$ cat src/hw/rtl/lsp_pkg.sv
// Types, constants and a helper function shared by the LED strip pulse timer.
`timescale 1ns / 1ps

package lsp_pkg;

   localparam int NUM_LEDS   = 16;
   localparam int SINE_BITS  = 12;
   localparam int LED_IDX_W  = (NUM_LEDS > 1) ? $clog2(NUM_LEDS) : 1;

   localparam int PHASE_W    = 17;
   localparam int PHASE_WRAP = 108000;
   localparam int RATE_W     = 2;
   localparam int NUM_RATES  = 1 << RATE_W;
   localparam int ARG_W      = PHASE_W + NUM_RATES - 1;
   localparam int SCALE_W    = SINE_BITS + 1;

   localparam logic [31:0] HALF_TURN_PER_STEP = 32'd13671306;
   localparam logic [31:0] PI_Q30             = 32'd3373259426;
   localparam logic [31:0] ONE_Q30            = 32'h4000_0000;
   localparam logic [31:0] FOLD_POINT         = 32'h8000_0000;

   localparam int TERM_W     = 2;
   localparam int DIV_W      = 7;
   localparam int DIV_STEPS  = 4;
   localparam int DIV_CYCLES = 32 / DIV_STEPS;
   localparam int DCNT_W     = $clog2(DIV_CYCLES);

   localparam int QUEUE_DEPTH = 4;
   localparam int QPTR_W      = $clog2(QUEUE_DEPTH);
   localparam int QCNT_W      = $clog2(QUEUE_DEPTH + 1);

   typedef enum logic {
      CMD_SET   = 1'b0,
      CMD_FRAME = 1'b1
   } command_type;

   typedef struct packed {
      logic [7:0] red;
      logic [7:0] green;
      logic [7:0] blue;
   } pixel_type;

   // Classified command: span carries the hold time of a set or the elapsed
   // time of a frame.
   typedef struct packed {
      command_type           kind;
      logic [LED_IDX_W-1:0]  index;
      pixel_type             colour;
      logic                  pulse;
      logic [RATE_W-1:0]     rate;
      logic [31:0]           span;
   } cmd_type;

   typedef struct packed {
      logic    push;
      cmd_type cmd;
   } queue_wr_type;

   typedef struct packed {
      logic    valid;
      cmd_type cmd;
   } queue_rd_type;

   typedef struct packed {
      logic             start;
      logic [ARG_W-1:0] arg;
   } sine_req_type;

   typedef struct packed {
      logic                 done;
      logic [SINE_BITS-1:0] mag;
   } sine_rsp_type;

   // Divisors of the Taylor series terms, innermost term first.
   function automatic logic [DIV_W-1:0] term_divisor(input logic [TERM_W-1:0] term);
      logic [DIV_W-1:0] d;
      unique case (term)
         2'd0: d = 7'd72;
         2'd1: d = 7'd42;
         2'd2: d = 7'd20;
         2'd3: d = 7'd6;
         default: d = 7'd6;
      endcase
      return d;
   endfunction

endpackage

$ cat src/hw/rtl/lsp_front.sv
// Front end: takes commands, classifies them and hands them to the queue.
`timescale 1ns / 1ps

module lsp_front import lsp_pkg::*; (
   input  logic         clock,
   input  logic         reset,
   input  logic         req_tvalid,
   output logic         req_tready,
   input  logic         req_command,
   input  logic [5:0]   req_led_index,
   input  pixel_type    req_colour,
   input  logic [7:0]   req_mode,
   input  logic [31:0]  req_hold_ms,
   input  logic [15:0]  req_elapsed_ms,
   input  logic         queue_full,
   output queue_wr_type queue_wr
);

   logic        hold_valid_ff;
   cmd_type     hold_cmd_ff;
   cmd_type     cmd_in;
   command_type kind;
   logic        keep;
   logic        accept;
   logic        push;

   always_comb begin
      kind          = command_type'(req_command);
      cmd_in.kind   = kind;
      cmd_in.index  = req_led_index[LED_IDX_W-1:0];
      cmd_in.colour = req_colour;
      cmd_in.pulse  = (req_mode >= 8'd2) && (req_mode <= 8'd5);
      cmd_in.rate   = RATE_W'(req_mode - 8'd2);
      cmd_in.span   = (kind == CMD_FRAME) ? {16'd0, req_elapsed_ms} : req_hold_ms;
      // A set aimed past the end of the table is dropped here.
      keep = (kind == CMD_FRAME) || ({1'b0, req_led_index} < 7'(NUM_LEDS));
   end

   assign push       = hold_valid_ff && !queue_full;
   assign req_tready = !hold_valid_ff || push;
   assign accept     = req_tvalid && req_tready;

   always_ff @(posedge clock) begin
      if (reset) begin
         hold_valid_ff <= 1'b0;
      end else if (accept) begin
         hold_valid_ff <= keep;
      end else if (push) begin
         hold_valid_ff <= 1'b0;
      end
   end

   always_ff @(posedge clock) begin
      if (accept) begin
         hold_cmd_ff <= cmd_in;
      end
   end

   assign queue_wr.push = push;
   assign queue_wr.cmd  = hold_cmd_ff;

endmodule

$ cat config.mk
export PLATFORM = sky130hd
export DESIGN_NAME = lsp_front
export DESIGN_NICKNAME = d
export VERILOG_FILES = /design/src/hw/rtl/lsp_pkg.sv /design/src/hw/rtl/lsp_front.sv
export SDC_FILE = /design/constraint.sdc
export NUM_CORES = 1
export LEC_CHECK = 0
export BUFFER_PORTS_ARGS = -buffer_cell sky130_fd_sc_hd__buf_4
export CORE_MARGIN = 2
export CORE_UTILIZATION = 40
export DETAILED_ROUTE_END_ITERATION = 10
export HOLD_SLACK_MARGIN = 0.06
export PLACE_DENSITY = 0.81
export SKIP_LAST_GASP = 1
export SLEW_MARGIN = 40
export SYNTH_ARGS = -nofsm -noshare
export SYNTH_HDL_FRONTEND = slang
export SYNTH_SLANG_ARGS = --single-unit
$ cat constraint.sdc
create_clock -name clock -period 6.5 [get_ports clock]
set_input_delay 0.975 -clock clock [delete_from_list [all_inputs] [get_ports clock]]
set_output_delay 0.975 -clock clock [all_outputs]
set_load 0.1 [all_outputs]
After elaboration in Yosys (flattened, before gate mapping)
Index checks and enable logic that the tools add are counted.

Bits in registers: 65. Input port bits: 91. Output and inout bits: 66. Logic and storage cells: 25.

Add/sub/neg operators: 1. $lt $le $gt $ge: 3. Multiplexer cells: 3. Reductions and logical operators: 8.

Operators by type and width (number): 16-bit two-way mux (1); 8-bit by 2-bit greater-or-equal comparator with 1-bit output (second input constant) (1); 8-bit by 3-bit <= comparator with 1-bit output (second input constant) (1); 6-bit by 5-bit less-than comparator with 1-bit output (second input constant) (1); 1-bit logical AND (3); 1-bit logical NOT (2); 1-bit logical OR (2); 1-bit two-way mux (2); 2-bit nonzero test (1); 2-bit subtractor (second input constant) (1).

Longest topological paths before layout
Depth in word-level cells: 5. Mapped depth: 4.

Worst setup path before layout
Ideal clock, no wire load.

Kind: input port to flip-flop. Start point: input port queue_full. End point: register hold_cmd_ff, in the netlist queue_wr[0], enable pin. Setup time: 0.428 ns. Arrival: 3.281 ns. Setup slack: 2.791 ns. Stages: 2. Buffers on the path: 0. Path through: nand2_1 > and2_1.

Word-level cells in the longest chain between the ends: 4.

Ends and longest elaborated chain: start, declared (RTL line lsp_front.sv:15) `input logic queue_full,`; 1-bit logical NOT (RTL line lsp_front.sv:39) `assign push = hold_valid_ff && !queue_full;`; 1-bit logical AND (RTL line lsp_front.sv:39); 1-bit logical OR (RTL line lsp_front.sv:40) `assign req_tready = !hold_valid_ff || push;`; 1-bit logical AND (RTL line lsp_front.sv:41) `assign accept = req_tvalid && req_tready;`; net accept (RTL line lsp_front.sv:24) `logic accept;`; end signal, assigned (RTL line lsp_front.sv:55) `hold_cmd_ff <= cmd_in;`; end, declared (RTL line lsp_front.sv:20) `cmd_type hold_cmd_ff;`.

The timed path passes the listed nets, and every way through them passes these cells. A chain may end at the register's enable or synchronous reset.

Final worst setup path
Start point: input port queue_full. End point: output port req_tready.

Word-level cells in the longest chain between the ends: 3.

Ends and longest elaborated chain: 1-bit logical NOT (RTL line lsp_front.sv:39); 1-bit logical AND (RTL line lsp_front.sv:39); 1-bit logical OR (RTL line lsp_front.sv:40); end, declared (RTL line lsp_front.sv:8) `output logic req_tready,`.

Every way passes these cells.

==> flow_metrics.tcl <==
set metrics [dict create \
    status "finished clean" \
    post-route-drc-count 0 \
    yosys-mux-area-fraction 0.0772 \
    drt_pass1_iterations 3 \
    synth_area_um2 2330 \
    hold_buffers 0 \
    post-cts-setup-buffers 0 \
    async_reset_ff_frac 0 \
    drt_iter0_drc 80 \
    tns_ns 0 \
    worst_pin_slew_ns 0.771 \
    num_rows 27 \
    synth_edf_count 64 \
    maxSlewViolCount 0 \
    syn_area_per_cell_um2 20.8 \
    ant_nets 0 \
    hpwl_um 4150 \
    vdd_drop_max_mv 0.190 \
    wl_um 5430 \
    portBuffers 156 \
    htree_levels 3 \
    finalSetupViolCount 0 \
    cp-startpoint "queue_full" \
    area_delta_synth_final_pct 61.2 \
    reg2reg_slack_ns 4.96 \
    yosys_most_used_dff "edfxtp_1" \
    synth_nets 203 \
    synth-compound-area-share 0.00268 \
    max-cap-violations 0 \
    ys_types 15 \
    reg2reg_depth 3 \
    critPathArrivalTime_ns 1.48 \
    route.vias.total 1610 \
    grt_first_pass_wirelength_um 7890 \
    r2r-start "hold_valid_ff" \
    utilization 0.675 \
    cts_tree "yes" \
    io_pins 157 \
    gr-total-overflow 0 \
    fmax_ghz 0.408 \
    viasPerCell 4.59 \
    die_width_um 80.4 \
    numCtsBuffers 9 \
    synth_area_leaders "edfxtp_1 (82%), mux2_2 (7.7%), nor2b_1 (4.6%)" \
    worstSetupEndpoint "req_tready" \
    yosys.area.top_type_share 0.824 \
    rr_endpoint "queue_wr[36]" \
    synth_warnings 0 \
    post_drt_wl_per_cell_um 15.5 \
    nets 366 \
    routabilityCongestion 0.703 \
    critPathLaunchType "input port" \
    yosys.area_share.adder 0 \
    synthTopCellsByCount "edfxtp_1 (64), nor2b_1 (17), mux2_2 (16)" \
    ys_seq_area_frac 0.832 \
    grt_pass1_vias 1615 \
    ys_ff_latch 65 \
    fin_crit_ns 2.45 \
    clockBufferDepth 2 \
    synth_top_area_cell "edfxtp_1" \
    hp-class "reg2reg" \
    ctsRootBufferMaster "clkbuf_8" \
    cp.required_ns 5.52 \
    core_um2 5570 \
    die_y_um 80.4 \
    synth_xor_area_frac 0.00375 \
    grt_max_degree 65 \
    rsz0062_at_grt "false" \
    place_area_um2 3560 \
    yosysMostFrequentCell "edfxtp_1" \
    start_util 0.419 \
    power_density_nw_per_um2 306 \
    period_share 0.377 \
    slew_headroom 0.486 \
    stdcell_area_um2 3760 \
    critPathCaptureType "output pin" \
    path_clk_slew_ns 0.06 \
    synthSimpleGateAreaFrac 0.0643 \
    antenna_cells 0 \
    cp_max_fo 3 \
    cts_sinks 65 \
    clock_latency_ns 0.32 \
    skew_ns 0.00544 \
    p_leak_nw 1.61 \
    antenna_found_initial 0 \
    dieArea_um2 6460 \
    critPathKind "in2out" \
    synth_top_family_by_area "multiplexers" \
    hold_viol_final 0 \
    drive_above_1_share 0.674 \
    grt.total_usage 0.172 \
    cts_resized 0 \
    synthCells 112 \
]
## placed cells by master (no fill, tap or decap), types with 2 or more instances in the layout
master / instances
buf_4: 157
bufinv_16: 2
clkbuf_1: 2
clkbuf_8: 9
edfxtp_1: 64
mux2_2: 16
nand2_1: 2
nor2b_1: 17
## final cells by class
cell class                 instances  area [um^2]
sequential                        65         1940
inverter                           1         3.75
fill                             420         1810
clock inverter                     4         68.8
clock buffer                      11          131
tap                               72         90.1
multi-input combinational         41          347
timing repair buffer             157         1180
## through the flow
stage                     std cells  hold slack, ns  worst slack [ns]  power, mW
after CTS                       351           0.516              4.05       1.16
after global routing            351           0.542              4.00       1.19
after global placement          336           0.494              4.04      0.811
after detailed placement        336           0.506              4.05      0.814
final                           351           0.508              4.05       1.15
after floorplan                 112            1.04              2.79      0.728
## cells by family after synthesis
| kind of cell | after synthesis |
|---|---|
| XOR/XNOR | 1 |
| buffers and inverters | 6 |
| AO/OA/AOI/OAI | 1 |
| AND/OR/NAND/NOR | 23 |
| flip-flops | 65 |
| multiplexers | 16 |
## worst max-delay path, cell delays in order
cell     delay [ns]
buf_4          0.11
nand2_1        0.09
buf_4          0.30
## sequential cells by signal, summed over array words and instances, names as in the netlist
name	cells
hold_valid_ff	1
queue_wr	64
## report_power, final
group	internal, mW	total (mW)	switching (mW)	leakage (nW)
Combinational	0.0767	0.303	0.226	0.878
Clock	0.212	0.349	0.136	0.101
Sequential	0.494	0.501	0.00738	0.635
## routing by layer
layer  up-vias  global-route usage  part of all wire
li1        747                   -                 -
met1       759               0.170              0.34
met2        90               0.310              0.54
met3        14              0.0584             0.086
met4         0               0.102             0.027
met5         -                   0                 0
## worst min path at each step
| stage | start | endpoint | slack (ns) | cells after the start |
|---|---|---|---|---|
| finish | hold_valid_ff | hold_valid_ff | 0.51 | 2 |
| CTS | hold_valid_ff | hold_valid_ff | 0.52 | 2 |
| global placement | hold_valid_ff | hold_valid_ff | 0.49 | 2 |
| floorplan | reset | hold_valid_ff | 1.04 | 1 |
| detailed placement | hold_valid_ff | hold_valid_ff | 0.51 | 2 |
| global route | hold_valid_ff | hold_valid_ff | 0.54 | 2 |
(Power assumes the default switching activity.)
