==> src/hw/rtl/lsp_pkg.sv <==
// Types, constants and a helper function shared by the LED strip pulse timer.
`timescale 1ns / 1ps

package lsp_pkg;

   localparam int NUM_LEDS   = 16;
   localparam int SINE_BITS  = 12;
   localparam int LED_IDX_W  = (NUM_LEDS > 1) ? $clog2(NUM_LEDS) : 1;

   localparam int PHASE_W    = 17;
   localparam int PHASE_WRAP = 108000;
   localparam int RATE_W     = 2;
   localparam int NUM_RATES  = 1 << RATE_W;
   localparam int ARG_W      = PHASE_W + NUM_RATES - 1;
   localparam int SCALE_W    = SINE_BITS + 1;

   localparam logic [31:0] HALF_TURN_PER_STEP = 32'd13671306;
   localparam logic [31:0] PI_Q30             = 32'd3373259426;
   localparam logic [31:0] ONE_Q30            = 32'h4000_0000;
   localparam logic [31:0] FOLD_POINT         = 32'h8000_0000;

   localparam int TERM_W     = 2;
   localparam int DIV_W      = 7;
   localparam int DIV_STEPS  = 4;
   localparam int DIV_CYCLES = 32 / DIV_STEPS;
   localparam int DCNT_W     = $clog2(DIV_CYCLES);

   localparam int QUEUE_DEPTH = 4;
   localparam int QPTR_W      = $clog2(QUEUE_DEPTH);
   localparam int QCNT_W      = $clog2(QUEUE_DEPTH + 1);

   typedef enum logic {
      CMD_SET   = 1'b0,
      CMD_FRAME = 1'b1
   } command_type;

   typedef struct packed {
      logic [7:0] red;
      logic [7:0] green;
      logic [7:0] blue;
   } pixel_type;

   // Classified command: span carries the hold time of a set or the elapsed
   // time of a frame.
   typedef struct packed {
      command_type           kind;
      logic [LED_IDX_W-1:0]  index;
      pixel_type             colour;
      logic                  pulse;
      logic [RATE_W-1:0]     rate;
      logic [31:0]           span;
   } cmd_type;

   typedef struct packed {
      logic    push;
      cmd_type cmd;
   } queue_wr_type;

   typedef struct packed {
      logic    valid;
      cmd_type cmd;
   } queue_rd_type;

   typedef struct packed {
      logic             start;
      logic [ARG_W-1:0] arg;
   } sine_req_type;

   typedef struct packed {
      logic                 done;
      logic [SINE_BITS-1:0] mag;
   } sine_rsp_type;

   // Divisors of the Taylor series terms, innermost term first.
   function automatic logic [DIV_W-1:0] term_divisor(input logic [TERM_W-1:0] term);
      logic [DIV_W-1:0] d;
      unique case (term)
         2'd0: d = 7'd72;
         2'd1: d = 7'd42;
         2'd2: d = 7'd20;
         2'd3: d = 7'd6;
         default: d = 7'd6;
      endcase
      return d;
   endfunction

endpackage

==> src/hw/rtl/lsp_queue.sv <==
// Short command queue between the front and back ends.
`timescale 1ns / 1ps

module lsp_queue import lsp_pkg::*; (
   input  logic         clock,
   input  logic         reset,
   input  queue_wr_type queue_wr,
   output logic         queue_full,
   input  logic         queue_pop,
   output queue_rd_type queue_rd
);

   cmd_type             slot_ff [QUEUE_DEPTH];
   logic [QPTR_W-1:0]   wr_ptr_ff;
   logic [QPTR_W-1:0]   rd_ptr_ff;
   logic [QCNT_W-1:0]   count_ff;
   logic                do_push;
   logic                do_pop;

   assign queue_full     = (count_ff == QCNT_W'(QUEUE_DEPTH));
   assign do_push        = queue_wr.push && !queue_full;
   assign do_pop         = queue_pop && (count_ff != '0);
   assign queue_rd.valid = (count_ff != '0);
   assign queue_rd.cmd   = slot_ff[rd_ptr_ff];

   always_ff @(posedge clock) begin
      if (reset) begin
         wr_ptr_ff <= '0;
         rd_ptr_ff <= '0;
         count_ff  <= '0;
      end else begin
         if (do_push) begin
            wr_ptr_ff <= (wr_ptr_ff == QPTR_W'(QUEUE_DEPTH - 1)) ? '0 : wr_ptr_ff + 1'b1;
         end
         if (do_pop) begin
            rd_ptr_ff <= (rd_ptr_ff == QPTR_W'(QUEUE_DEPTH - 1)) ? '0 : rd_ptr_ff + 1'b1;
         end
         if (do_push && !do_pop) begin
            count_ff <= count_ff + 1'b1;
         end else if (do_pop && !do_push) begin
            count_ff <= count_ff - 1'b1;
         end
      end
   end

   always_ff @(posedge clock) begin
      if (do_push) begin
         slot_ff[wr_ptr_ff] <= queue_wr.cmd;
      end
   end

endmodule

==> config.mk <==
export PLATFORM = sky130hd
export DESIGN_NAME = lsp_queue
export DESIGN_NICKNAME = d
export VERILOG_FILES = /design/src/hw/rtl/lsp_pkg.sv /design/src/hw/rtl/lsp_queue.sv
export SDC_FILE = /design/constraint.sdc
export NUM_CORES = 1
export LEC_CHECK = 0
export BUFFER_PORTS_ARGS = -buffer_cell sky130_fd_sc_hd__buf_2
export CAP_MARGIN = 20
export CORE_MARGIN = 2
export CORE_UTILIZATION = 35
export CTS_BUF_LIST = sky130_fd_sc_hd__clkbuf_2 sky130_fd_sc_hd__clkbuf_4 sky130_fd_sc_hd__clkbuf_8
export CTS_CLUSTER_SIZE = 12
export DETAILED_ROUTE_END_ITERATION = 10
export HOLD_SLACK_MARGIN = 0.15
export PLACE_DENSITY_LB_ADDON = 0.08
export RECOVER_POWER = 50
export SYNTH_ARGS = -nofsm -noshare
export SYNTH_HDL_FRONTEND = slang
export SYNTH_SLANG_ARGS = --single-unit
==> constraint.sdc <==
create_clock -name clock -period 6.5 [get_ports clock]
set_input_delay 1.3 -clock clock [delete_from_list [all_inputs] [get_ports clock]]
set_output_delay 1.3 -clock clock [all_outputs]
set_load 0.02 [all_outputs]
Word level (Yosys, flattened, before mapping)
Memories as Yosys holds them, arrays and structs flattened. A register that Yosys moved wholly into a read port is not among the register bits.
Cells that the tools add are included.
{"block": "op_classes", "addsub": 4, "mul": 0, "div_mod_pow": 0, "n_lt_le_gt_ge": 0, "n_eq_ne": 3, "n_shift": 0, "muxes": 8, "n_bitwise": 0, "reduce_logical": 9}
{"operator": "$mux W2", "n": 4}
{"operator": "$mux W3", "n": 2}
{"operator": "$add A2 B1 Y2 const B", "n": 2}
{"operator": "$eq A2 B2 Y1 const B", "n": 2}
{"operator": "$logic_and A1 B1 Y1", "n": 4}
{"operator": "$add A3 B1 Y3 const B", "n": 1}
{"operator": "$eq A3 B3 Y1 const B", "n": 1}
{"operator": "$logic_not A1 Y1", "n": 3}
{"operator": "$reduce_bool A3 Y1", "n": 1}
{"operator": "$sub A3 B1 Y3 const B", "n": 1}
{"operator": "$mux W1", "n": 2}
{"operator": "$reduce_bool A2 Y1", "n": 1}
{"block": "totals", "reg_bits": 7, "latchBits": 0, "mem_bits_rw": 256, "romBits": 0, "input_bits": 68, "out_inout_bits": 66, "word_cells": 28, "memories": 1}
{"memory": "slot_ff", "words": 4, "word_bits": 64, "rd": 1, "rd_ports_with_merged_regs": 1, "wr": 1, "line_no": "lsp_queue.sv:13", "rtl": "cmd_type slot_ff [QUEUE_DEPTH];"}

Longest topological paths before layout
{"block": "depth", "ltp_word": 7, "depth_mapped": 10, "mapped_depth_nobuf": 9}

Least setup slack after synthesis
No wires, ideal clock.
{"block": "synth_timing", "kind": "in2reg", "startpoint": "input queue_wr[64] (netlist name)", "endpoint": "memory slot_ff[0][0] (netlist name), enable pin", "setup_ns": 0.429, "t_arrival_ns": 2.855, "required_time_ns": 6.071, "setup_slack_ns": 3.216, "path_stages": 1, "n_path_buf": 0, "cell_sequence": "and3_1"}
{"block": "synth_via", "elab_chain_len": 3}
{"element": "start, declared", "line_no": "lsp_queue.sv:7", "rtl": "input queue_wr_type queue_wr,"}
{"element": "$logic_and A1 B1 Y1", "line_no": "lsp_queue.sv:21", "rtl": "assign do_push = queue_wr.push && !queue_full;"}
{"element": "$mux W1", "line_no": "lsp_queue.sv:47", "rtl": "if (do_push) begin"}
{"element": "$mux W1 (not written as such)", "line_no": "lsp_queue.sv:48", "rtl": "slot_ff[wr_ptr_ff] <= queue_wr.cmd;"}
{"element": "end, declared", "line_no": "lsp_queue.sv:13"}
No other way between the ends.

==> flow_metrics.env <==
export IMPL_regToRegEndpoint="slot_ff[2][26]"
export IMPL_regArea_mm2=0.00788
export IMPL_clk_latency_ns=0.52
export IMPL_yosysUniqueCellTypes=26
export IMPL_worstMarginPinSlew_ns=1.79
export IMPL_syn_nets=459
export IMPL_synthSimpleGateAreaFrac=0.00912
export IMPL_avgRoutedWirePerCell_um=19.4
export IMPL_rsz0062_at_grt="no"
export IMPL_hold_path_class="reg2reg"
export IMPL_crit_chain="buf_4, mux4_2, buf_2"
export IMPL_setup_viol=0
export IMPL_slew_violations=60
export IMPL_yosysSeqAreaShare=0.808
export IMPL_nets=629
export IMPL_worst_r2r_path_depth=3
export IMPL_crit_fanout=18
export IMPL_syn_area_per_cell_um2=25.4
export IMPL_slew_headroom=-0.196
export IMPL_postCtsSetupRepairBufs=0
export IMPL_cp_slowest_stage_delay_ns=0.60
export IMPL_final_layout_size_suffix_gt1_frac=0.370
export IMPL_period_share=0.553
export IMPL_cts_sinks=265
export IMPL_hold_depth=2
export IMPL_die_x_um=171
export IMPL_holdBufCountCts=0
export IMPL_netlist_area_mm2=0.00974
export IMPL_synth_top_family_by_area="multiplexers"
export IMPL_die_area_mm2=0.0292
export IMPL_synth_compound_area_share=0.00514
export IMPL_rr_startpoint="count_ff[0]"
export IMPL_cts_root_buffer="clkbuf_8"
export IMPL_fin_crit_ns=3.59
export IMPL_synthAdderAreaFrac=0.00976
export IMPL_yosysTopAreaCell="edfxtp_1"
export IMPL_place_congestion=0.677
export IMPL_io_buffer_count=133
export IMPL_end_kind="primary output"
export IMPL_cp_arrival_ns=2.29
export IMPL_fmax_ghz=0.278
export IMPL_grt_pass1_wl_mm=28.2
export IMPL_coreArea_mm2=0.0276
export IMPL_fin_skew_ns=0.0109
export IMPL_final_setup_tns_ns=0
export IMPL_grt_max_degree=65
export IMPL_route_detailed_vias_per_inst=4.60
export IMPL_std_cell_rows=61
export IMPL_synth_seq_cells=265
export IMPL_status="complete, but fails checks"
export IMPL_clkSlewWorstSetupHoldPaths_ns=0.05
export IMPL_cp_start_kind="flip-flop"
export IMPL_dpl_hpwl_mm=10.6
export IMPL_grt_overflow=0
export IMPL_p_leak_nw=3.78
export IMPL_ys_top_cells_by_area="edfxtp_1 (79%), mux4_2 (15%), dfxtp_1 (1.8%)"
export IMPL_dr_total_vias=4438
export IMPL_r2r_slack_ns=3.67
export IMPL_die_h_um=171
export IMPL_track_usage=0.131
export IMPL_crit_slowest_cell="dfxtp_4"
export IMPL_ys_warn_count=0
export IMPL_netlist_area_leader_share=0.789
export IMPL_cts_repair_resized=0
export IMPL_route_detailed_drc=0
export IMPL_path_class="reg2out"
export IMPL_cts_buffers=45
export IMPL_start_util=0.353
export IMPL_ioPinCount=134
export IMPL_violations="max-capacitance violations, max-slew violations"
export IMPL_muxShareOfSynthArea=0.150
export IMPL_drv_cap=2
export IMPL_ant_nets=0
export IMPL_cts_tree="yes"
export IMPL_syn_to_final_growth_pct=19.8
export IMPL_crit_required_ns=5.20
export IMPL_power_density_mw_per_mm2=389
export IMPL_irDropWorstVdd_v=0.000151
export IMPL_hp_start="rd_ptr_ff[0]"
export IMPL_grt_pass1_vias=5080
export IMPL_n_fill_cell=2485
export IMPL_synth_cells=384
export IMPL_cts_path_max_buffers=3
export IMPL_yosys_area_share_xor_xnor=0.00180
export IMPL_hold_violations=0
export IMPL_wl_mm=18.7
export IMPL_htreeDepth=2
export IMPL_multi_input_area_mm2=0.00172
export IMPL_antenna_found_initial=0
export IMPL_drtIter0Drc=229
export IMPL_insertedDiodeCount=0
export IMPL_finish_utilization=0.422
export IMPL_drt_first_pass_iters=6
[cells in the final DEF (no fill, tap or decap), types with 2 or more instances in the layout]
| cell | n |
|---|---|
| and3_4 | 2 |
| clkbuf_8 | 45 |
| edfxtp_1 | 256 |
| buf_2 | 68 |
| nand3_1 | 2 |
| or3_1 | 3 |
| ha_1 | 6 |
| mux2i_1 | 2 |
| dfxtp_4 | 2 |
| inv_1 | 3 |
| clkbuf_1 | 65 |
| mux4_2 | 64 |
| and3_1 | 2 |
| nor2_1 | 4 |
| xor2_1 | 2 |
| buf_16 | 5 |
| clkbuf_4 | 23 |
| a21oi_1 | 3 |
| dfxtp_1 | 7 |
| clkinv_2 | 4 |
| clkinv_1 | 7 |
[worst max-delay path by stage]
stage,to,slack (ns),cells after the start
6_report,queue_rd[23],2.91,3
5_1_grt,queue_rd[23],2.70,3
4_1_cts,queue_rd[23],2.19,3
3_5_place_dp,queue_rd[23],2.78,3
3_3_place_gp,queue_rd[23],2.78,3
2_1_floorplan,slot_ff[0][0],3.22,1
[where the power goes]
group	total, W	internal [W]	switching, W	leakage (nW)
clock	0.00138	0.000772	0.000605	0.456
sequential	0.00216	0.00207	0.0000952	2.42
combinational	0.00100	0.000436	0.000566	0.906
total	0.00454	0.00328	0.00127	3.78
[stage by stage]
| step | instance area [um^2] | power, W | hold slack (ns) | worst slack (ns) | cells |
|---|---|---|---|---|---|
| after floorplan | 9740 | 0.00289 | 0.463 | 3.22 | 384 |
| after global placement | 10800 | 0.00320 | 0.462 | 2.78 | 880 |
| after detailed placement | 10900 | 0.00324 | 0.485 | 2.78 | 884 |
| after CTS | 11700 | 0.00464 | 0.494 | 2.19 | 963 |
| after global routing | 11700 | 0.00478 | 0.520 | 2.70 | 964 |
| final | 11700 | 0.00454 | 0.490 | 2.91 | 964 |
[routing by layer]
metal	share of wire	global-route usage	routed length (um)	vias to the layer above
met4	0.024	0.0464	452	0
met5	0	0	0	-
met1	0.42	0.163	7830	2289
met2	0.50	0.222	9360	116
li1	-	-	-	1990
met3	0.056	0.0347	1050	43
[layout make-up]
type,count,area share
Multi-Input combinational cell,98,0.147
Clock inverter,11,0.00397
Clock buffer,68,0.0679
Inverter,5,0.00322
Tap cell,378,0.0405
Timing Repair Buffer,139,0.0625
Sequential cell,265,0.675
[kinds of logic (layout without fill, tap and decap cells)]
kind of cell / Yosys count / after routing
buffers and inverters: 21 / 223
multiplexers: 66 / 66
flip-flops: 265 / 265
AO/OA/AOI/OAI: 7 / 7
adder cells (fa/ha/maj): 7 / 7
AND/OR/NAND/NOR: 16 / 16
XOR/XNOR: 2 / 2
[state kept, by name, indices dropped and copies added, names as in the netlist, named ones only]
register,flops
count_ff,3
slot_ff,256
rd_ptr_ff,2
wr_ptr_ff,2
[cell usage after synthesis]
library cell	number
a21oi_1	3
and3_1	4
buf_2	6
buf_4	1
buf_6	7
bufinv_8	1
clkbuf_1	2
clkinv_4	1
dfxtp_1	9
edfxtp_1	256
fa_1	1
ha_1	6
inv_1	3
mux2i_1	2
mux4_2	64
nand2_1	1
nand3_1	2
nor2_1	3
nor2_2	1
nor3_1	1
o21ai_0	1
o21ai_1	1
o31ai_2	2
or3_1	3
or3b_1	1
xor2_1	2
[worst max-delay path: cells and delay by family, from the launching register on]
kind / cells / cell delay, ns
muxes: 1 / 0.56
buffers and inverters: 2 / 0.61
DFF: 1 / 0.60
No activity file was read; power rests on OpenSTA's default activity.
