<file path="config.mk">
export PLATFORM = sky130hd
export DESIGN_NAME = lsp_back
export DESIGN_NICKNAME = d
export VERILOG_FILES = /design/src/hw/rtl/lsp_pkg.sv /design/src/hw/rtl/lsp_back.sv
export SDC_FILE = /design/constraint.sdc
export NUM_CORES = 2
export LEC_CHECK = 0
export ABC_AREA = 1
export BUFFER_PORTS_ARGS = -buffer_cell sky130_fd_sc_hd__buf_4
export CAP_MARGIN = 40
export CORE_ASPECT_RATIO = 0.7
export CORE_UTILIZATION = 60
export DETAILED_ROUTE_END_ITERATION = 8
export PLACE_DENSITY = 0.78
export SLEW_MARGIN = 20
export SYNTH_ARGS = -nofsm -noshare
export SYNTH_HDL_FRONTEND = slang
export SYNTH_SLANG_ARGS = --single-unit
export TNS_END_PERCENT = 20
</file>
<file path="constraint.sdc">
create_clock -name clock -period 5.7 [get_ports clock]
set_input_delay 0.855 -clock clock [delete_from_list [all_inputs] [get_ports clock]]
set_output_delay 0.855 -clock clock [all_outputs]
set_load 0.02 [all_outputs]
</file>
<file path="src/hw/rtl/lsp_pkg.sv">
// Types, constants and a helper function shared by the LED strip pulse timer.
`timescale 1ns / 1ps

package lsp_pkg;

   localparam int NUM_LEDS   = 16;
   localparam int SINE_BITS  = 12;
   localparam int LED_IDX_W  = (NUM_LEDS > 1) ? $clog2(NUM_LEDS) : 1;

   localparam int PHASE_W    = 17;
   localparam int PHASE_WRAP = 108000;
   localparam int RATE_W     = 2;
   localparam int NUM_RATES  = 1 << RATE_W;
   localparam int ARG_W      = PHASE_W + NUM_RATES - 1;
   localparam int SCALE_W    = SINE_BITS + 1;

   localparam logic [31:0] HALF_TURN_PER_STEP = 32'd13671306;
   localparam logic [31:0] PI_Q30             = 32'd3373259426;
   localparam logic [31:0] ONE_Q30            = 32'h4000_0000;
   localparam logic [31:0] FOLD_POINT         = 32'h8000_0000;

   localparam int TERM_W     = 2;
   localparam int DIV_W      = 7;
   localparam int DIV_STEPS  = 4;
   localparam int DIV_CYCLES = 32 / DIV_STEPS;
   localparam int DCNT_W     = $clog2(DIV_CYCLES);

   localparam int QUEUE_DEPTH = 4;
   localparam int QPTR_W      = $clog2(QUEUE_DEPTH);
   localparam int QCNT_W      = $clog2(QUEUE_DEPTH + 1);

   typedef enum logic {
      CMD_SET   = 1'b0,
      CMD_FRAME = 1'b1
   } command_type;

   typedef struct packed {
      logic [7:0] red;
      logic [7:0] green;
      logic [7:0] blue;
   } pixel_type;

   // Classified command: span carries the hold time of a set or the elapsed
   // time of a frame.
   typedef struct packed {
      command_type           kind;
      logic [LED_IDX_W-1:0]  index;
      pixel_type             colour;
      logic                  pulse;
      logic [RATE_W-1:0]     rate;
      logic [31:0]           span;
   } cmd_type;

   typedef struct packed {
      logic    push;
      cmd_type cmd;
   } queue_wr_type;

   typedef struct packed {
      logic    valid;
      cmd_type cmd;
   } queue_rd_type;

   typedef struct packed {
      logic             start;
      logic [ARG_W-1:0] arg;
   } sine_req_type;

   typedef struct packed {
      logic                 done;
      logic [SINE_BITS-1:0] mag;
   } sine_rsp_type;

   // Divisors of the Taylor series terms, innermost term first.
   function automatic logic [DIV_W-1:0] term_divisor(input logic [TERM_W-1:0] term);
      logic [DIV_W-1:0] d;
      unique case (term)
         2'd0: d = 7'd72;
         2'd1: d = 7'd42;
         2'd2: d = 7'd20;
         2'd3: d = 7'd6;
         default: d = 7'd6;
      endcase
      return d;
   endfunction

endpackage

</file>
<file path="src/hw/rtl/lsp_back.sv">
// Back end: LED table, frame sequencing and the two-stage pixel pipeline.
`timescale 1ns / 1ps

module lsp_back import lsp_pkg::*; (
   input  logic                 clock,
   input  logic                 reset,
   input  queue_rd_type         queue_rd,
   output logic                 queue_pop,
   output sine_req_type         sine_req,
   input  sine_rsp_type         sine_rsp,
   output logic                 rsp_valid,
   input  logic                 rsp_ready,
   output logic [LED_IDX_W-1:0] rsp_index,
   output pixel_type            rsp_pixel,
   output logic                 rsp_last
);

   typedef enum logic [1:0] {
      B_IDLE,
      B_SINE_GO,
      B_SINE_WAIT,
      B_EMIT
   } back_state_type;

   back_state_type       state_ff;
   logic [PHASE_W-1:0]   phase_ff;
   logic [15:0]          elapsed_ff;
   logic [RATE_W-1:0]    k_ff;
   logic [LED_IDX_W-1:0] led_ff;
   logic [SINE_BITS-1:0] s_ff [NUM_RATES];

   pixel_type            colour_ff [NUM_LEDS];
   logic                 pulse_ff  [NUM_LEDS];
   logic [RATE_W-1:0]    rate_ff   [NUM_LEDS];
   logic [31:0]          time_ff   [NUM_LEDS];

   logic                 p1_valid_ff;
   logic [LED_IDX_W-1:0] p1_index_ff;
   pixel_type            p1_colour_ff;
   logic [SCALE_W-1:0]   p1_scale_ff;

   logic                 rsp_valid_ff;
   logic [LED_IDX_W-1:0] rsp_index_ff;
   pixel_type            rsp_pixel_ff;
   logic                 rsp_last_ff;

   logic [PHASE_W-1:0]   phase_next;
   logic [PHASE_W-1:0]   phase_in;
   logic                 advance;
   logic                 issue;
   logic                 set_write;
   logic [31:0]          time_cur;
   logic [31:0]          time_in;
   logic [SCALE_W-1:0]   scale_in;
   pixel_type            pixel_in;

   function automatic logic [7:0] scale_channel(input logic [7:0] c,
                                                input logic [SCALE_W-1:0] s);
      logic [7+SCALE_W:0] p;
      p = {{SCALE_W{1'b0}}, c} * {8'd0, s};
      return p[SINE_BITS +: 8];
   endfunction

   assign queue_pop = (state_ff == B_IDLE) && queue_rd.valid;
   assign set_write = queue_pop && (queue_rd.cmd.kind == CMD_SET);
   assign advance   = !rsp_valid_ff || rsp_ready;
   assign issue     = (state_ff == B_EMIT) && advance;

   assign phase_next = phase_ff + 1'b1;
   assign phase_in   = (phase_next == PHASE_W'(PHASE_WRAP)) ? '0 : phase_next;

   assign sine_req.start = (state_ff == B_SINE_GO);
   assign sine_req.arg   = ARG_W'(phase_ff) << k_ff;

   // Count the timer down (saturating) and choose the channel scale.
   always_comb begin
      time_cur = time_ff[led_ff];
      time_in  = (time_cur > {16'd0, elapsed_ff}) ? (time_cur - {16'd0, elapsed_ff}) : '0;
      if (time_in == '0) begin
         scale_in = '0;
      end else if (pulse_ff[led_ff]) begin
         scale_in = {1'b0, s_ff[rate_ff[led_ff]]};
      end else begin
         scale_in = SCALE_W'(1) << SINE_BITS;
      end
      pixel_in.red   = scale_channel(p1_colour_ff.red,   p1_scale_ff);
      pixel_in.green = scale_channel(p1_colour_ff.green, p1_scale_ff);
      pixel_in.blue  = scale_channel(p1_colour_ff.blue,  p1_scale_ff);
   end

   always_ff @(posedge clock) begin
      if (reset) begin
         state_ff     <= B_IDLE;
         phase_ff     <= '0;
         p1_valid_ff  <= 1'b0;
         rsp_valid_ff <= 1'b0;
      end else begin
         unique case (state_ff)
            B_IDLE: begin
               if (queue_pop && (queue_rd.cmd.kind == CMD_FRAME)) begin
                  phase_ff   <= phase_in;
                  elapsed_ff <= queue_rd.cmd.span[15:0];
                  k_ff       <= '0;
                  state_ff   <= B_SINE_GO;
               end
            end
            B_SINE_GO: begin
               state_ff <= B_SINE_WAIT;
            end
            B_SINE_WAIT: begin
               if (sine_rsp.done) begin
                  s_ff[k_ff] <= sine_rsp.mag;
                  if (k_ff == RATE_W'(NUM_RATES - 1)) begin
                     led_ff   <= '0;
                     state_ff <= B_EMIT;
                  end else begin
                     k_ff     <= k_ff + 1'b1;
                     state_ff <= B_SINE_GO;
                  end
               end
            end
            B_EMIT: begin
               if (advance) begin
                  if (led_ff == LED_IDX_W'(NUM_LEDS - 1)) begin
                     state_ff <= B_IDLE;
                  end else begin
                     led_ff <= led_ff + 1'b1;
                  end
               end
            end
            default: begin
               state_ff <= B_IDLE;
            end
         endcase

         if (advance) begin
            p1_valid_ff  <= issue;
            p1_index_ff  <= led_ff;
            p1_colour_ff <= colour_ff[led_ff];
            p1_scale_ff  <= scale_in;
            rsp_valid_ff <= p1_valid_ff;
            rsp_index_ff <= p1_index_ff;
            rsp_pixel_ff <= pixel_in;
            rsp_last_ff  <= (p1_index_ff == LED_IDX_W'(NUM_LEDS - 1));
         end
      end
   end

   // Timers decide whether an LED is lit, so they are the only part of the
   // table that reset clears.
   always_ff @(posedge clock) begin
      if (reset) begin
         for (int i = 0; i < NUM_LEDS; i++) begin
            time_ff[i] <= '0;
         end
      end else if (set_write) begin
         time_ff[queue_rd.cmd.index] <= queue_rd.cmd.span;
      end else if (issue) begin
         time_ff[led_ff] <= time_in;
      end
   end

   always_ff @(posedge clock) begin
      if (set_write) begin
         colour_ff[queue_rd.cmd.index] <= queue_rd.cmd.colour;
         pulse_ff[queue_rd.cmd.index]  <= queue_rd.cmd.pulse;
         rate_ff[queue_rd.cmd.index]   <= queue_rd.cmd.rate;
      end
   end

   assign rsp_valid = rsp_valid_ff;
   assign rsp_index = rsp_index_ff;
   assign rsp_pixel = rsp_pixel_ff;
   assign rsp_last  = rsp_last_ff;

endmodule

</file>
# Yosys cells after proc, flatten, opt, wreduce, memory -nomap -nowiden
# Memory sizes are Yosys's and may differ from the RTL's. A register that Yosys moved wholly into a read port is not among the register bits.
# Cells that the tools add are included.
# word_totals
mem_bits_rw	992
register_bits	89
out_inout_bits	52
mem_count	5
elab_cells	106
inputBits	81
# op_classes
n_addsub	4
n_lt_le_gt_ge	1
bitwise	3
mux	41
reduce_logical	19
eq_ne	14
n_shift	1
multipliers	3
# memory_table
memory	depth	width	rd	rd_clocked_by_memory_dff	wr	line_no	text
time_ff	16	32	1	1	16	lsp_back.sv:35	logic [31:0] time_ff [NUM_LEDS];
colour_ff	16	24	1	1	1	lsp_back.sv:32	pixel_type colour_ff [NUM_LEDS];
s_ff	4	12	1	0	1	lsp_back.sv:30	logic [SINE_BITS-1:0] s_ff [NUM_RATES];
rate_ff	16	2	1	1	1	lsp_back.sv:34	logic [RATE_W-1:0] rate_ff [NUM_LEDS];
pulse_ff	16	1	1	1	1	lsp_back.sv:33	logic pulse_ff [NUM_LEDS];
# op_table
op	count
$mux 32	3
$reduce_or 32->1	2
$mul 8x13->20	3
$mux 4	9
$gt 32x16->1	1
$logic_not 32->1	1
$sub 32x16->32	1
$shl 17x2->20	1
$add 17x1->17 const B	1
$eq 17x17->1 const B	1
$mux 17	1
$mux 1	16
$mux 2	8
$mux 13	1
$ne 2x2->1 const B	5
$eq 4x4->1 const B	2
$pmux 2 s4	1
$pmux 4 s2	1
$eq 2x2->1 const B	3
$reduce_and 6->1	1
$reduce_and 5->1	1
$add 4x1->4 const B	1
$logic_and 1x1->1	4
$ne 2x1->1 const B	2
other kinds (12)	16

# Depth between registers and ports, before layout
# logic_depth
depth_word	9
ltp_mapped	32
mapped_depth_nobuf	25

# Worst setup path after synthesis
# Ideal clock, no wire load.
# synth_path
kind	input -> register
from	input reset
to	register p1_colour_ff[0] (netlist name) (enable)
stages	3
t_arrival_ps	4205
setup_time_ps	499
required_ps	5201
slack_ps	997
path_buffers	2
path_cell_list	clkbuf_1 -> clkbuf_1 -> nor2_1
# synth_between
elab_chain_cells	2
# synth_lines
item	line_no	text
from (decl)	lsp_back.sv:6	input logic reset,
$not 1->1 (no source line)	-	
$reduce_and 2->1 (no source line)	-	
to (signal assigned)	lsp_back.sv:139	p1_colour_ff <= colour_ff[led_ff];
to (decl)	lsp_back.sv:39	pixel_type p1_colour_ff;
# Every way passes these cells.
# A chain may end at the register's enable or synchronous reset.

==> run summary <==
status = finished clean
ys async rst share = 0
synth-to-layout area growth = 10.7%
layout cells sized above 1 = 0.0855
Post-Synth Simple-Gate Area = 0.166
Crit. End Element = flop
row cnt = 94
RSZ-0062 raised after global routing = false
H-Tree Depth = 3
syn_area_per_cell = 10.1 sq um
vias per cell = 6.08
Syn. warnings = 0
Slew HR = 0.349
final-layout fill cell count = 6847
multi-input logic area = 20400 sq um
hold buffer count at cts = 0
Synth Area in Adders = 0.0966
DR pass1 iterations = 6
worst vdd ir = 0.437 mV
deepest clock path buffer count = 3
Clock Skew = 71.9 ps
Synth Area in Compound Gates = 0.0800
Leak = 26.1 nW
Slew @ Worst Pin = 977 ps
gr ovfl total = 0
clk_lat worst skew = 720 ps
fin. max-slew vios = 0
DR vias = 42621
critical path fanouts, max = 57
post-synthesis mux area share = 0.00210
syn_nets = 6031
Max-Cap Viols = 0
DRT Wirelength = 159 mm
critical path class = reg -> reg
largest family of logic cells by synthesized area = simple AND/OR/NAND/NOR gates
Clock transition at path regs = 60 ps
GPL Wtd Cong = 0.939
fin crit share = 0.918
final hold violations = 0
hold_ws = 344 ps
worst hold path class = in -> reg
Buf/Inv on CP = 4
Final Setup Violations = 0
DRC = 0
Cells after Synth = 5625
commonest non-fill, non-tap cell in the layout = nand2_1
ys flop type = edfxtp_1
initial antenna violation count = 8
Iter 0 DRT Violations = 7027
R2R Setup Slk = 470 ps
Arr. time, crit path = 5630 ps
Clock Sinks = 1109
setup TNS = 0 ps
Yosys cell types = 53
die area = 96400 sq um
Synth Area in XOR/XNOR = 0.00936
Worst path slowest cell = dfxtp_4
post-DP HPWL = 97.7 mm
Synth area leader = edfxtp_1
setup bufs post-CTS = 0
area share of the largest cell type after synthesis = 0.570
GR Util All Layers = 0.329
root buf cell = clkbuf_16
CP Launch Type = flop
buffers added on ports = 132
Power Density = 440 nW/um^2
CP delay by family, top = compound AO/OA/AOI/OAI gates
register area = 33100 sq um
Area contributors post-synth = edfxtp_1 (57%), nand2_1 (7.4%), fa_1 (6.8%), nor2_1 (6.1%), inv_1 (4.0%)
EDFF count, synth = 1084
cts repair resizes = 0
vias in the first global route = 40292
wire per inst = 22.7 um
sequential area share after synthesis = 0.579
shortest period the worst path allows = 5230 ps
first-pass GRT wire length = 240 mm
CTS tree = yes
worst-path cell chain = inv_6 > buf_4 > o21ai_0 > o221ai_1 > nand3_1 > nand2_1 > ha_1 > nand2_1 > o21ai_0 > a21oi_1 > o21ai_0 > nand3_1 > nand2_1 > inv_1 > nand2_1 > nand2_1 > nand3_1 > nand2_1 > nor2_1 > nand3_1 > o21ai_2 > buf_4 > nor2_1
Cell Area, Synth = 57100 sq um
Nets = 6073
die height = 260 um
Placeable Area = 94100 sq um
crit-path most repeated cell = nand2_1
Chip Width = 371 um
largest net degree at the start of global routing = 198
CP max stage delay = 560 ps
Initial Utilization = 0.607
Antenna Nets Post-Route = 0
Worst EP required = 6100 ps
cts bufs inserted = 103
Seq cells post-synth = 1109
most frequent cells in the layout = nand2_1 (1108), edfxtp_1 (1084), nor2_1 (906)
Max Fclk = 191 MHz
IO Count = 133
[final timing paths]
kind	to	start	cells after the start
worst max-delay path	p1_scale_ff[8]	flop	23
worst min-delay path	elapsed_ff[5]	queue_rd[5]	1
worst max register to register	p1_scale_ff[8]	flop	23
worst min register to register	rsp_index[3]	p1_index_ff[3]	0
[Yosys cell counts (28+ instances only)]
cell type and n:
nand2_1 1124, edfxtp_1 1084, nor2_1 924, inv_1 607
o21ai_0 348, nand3_1 259, clkbuf_1 249, fa_1 193
a21oi_1 163, ha_1 132, o221ai_1 73, buf_2 50
xor2_1 47, o22ai_1 45, o21ai_1 40, a221oi_1 33
nand4_1 33, o211ai_1 28
[cell families (layout without fill, tap and decap cells)]
group                    Yosys count  after routing
multiplexers                      12             12
adder cells (fa/ha/maj)          325            325
XOR/XNOR                          61             61
flip-flops                      1109           1109
AO/OA/AOI/OAI                    776            776
buffers and inverters            959           1086
other                              0              8
AND/OR/NAND/NOR                 2383           2383
[worst register-to-register path, cell delays in order, from the launching register on]
cell	delay [ps]
dfxtp_4	560
inv_6	230
buf_4	300
o21ai_0	210
o221ai_1	130
nand3_1	130
nand2_1	120
ha_1	330
nand2_1	60
o21ai_0	470
a21oi_1	200
o21ai_0	560
nand3_1	300
nand2_1	160
inv_1	80
nand2_1	60
nand2_1	40
nand3_1	90
nand2_1	60
nor2_1	150
nand3_1	160
o21ai_2	160
buf_4	280
nor2_1	100
[stage by stage]
step	cells	worst slack [ps]	utilization	area [sq um]	power [mW]
6_report	7008	465	0.672	63200	27.8
3_3_place_gp	6786	899	0.631	59400	20.3
3_5_place_dp	6805	679	0.635	59800	20.7
2_1_floorplan	5625	997	-	57100	17.6
4_1_cts	6995	649	0.671	63100	27.6
5_1_grt	7002	68.1	0.672	63200	29.4
[sequential cells by signal, summed over array words and instances, names as in the netlist, named ones only]
| register | cells |
|---|---|
| colour_ff | 384 |
| elapsed_ff | 16 |
| k_ff | 2 |
| led_ff | 4 |
| p1_colour_ff | 24 |
| p1_index_ff | 4 |
| p1_scale_ff | 13 |
| p1_valid_ff | 1 |
| phase_ff | 17 |
| pulse_ff | 16 |
| rate_ff | 32 |
| rsp_index | 4 |
| rsp_last | 1 |
| rsp_pixel | 24 |
| rsp_valid | 1 |
| s_ff | 48 |
| state_ff | 2 |
| time_ff | 512 |
[metal layers]
layer	global-route usage	vias to the layer above	part of all wire
li1	-	18879	-
met1	0.487	20184	0.39
met2	0.475	3133	0.43
met3	0.0870	419	0.15
met4	0.109	6	0.034
met5	0	-	0.00014
[cell type report]
cell class,instances,share of cell area
sequential,1109,0.523
antenna,8,0.000317
timing repair buffer,282,0.0393
inverter,614,0.0366
clock inverter,51,0.00861
tap,1248,0.0247
multi-input combinational,3557,0.323
clock buffer,139,0.0444
[power breakdown]
group	switching [mW]	total [mW]	leakage (nW)	internal [mW]
clock network	3.11	6.90	1.63	3.79
registers	0.393	10.0	10.7	9.65
logic	6.93	10.9	13.7	3.93
No activity file was read; power rests on OpenSTA's default activity.
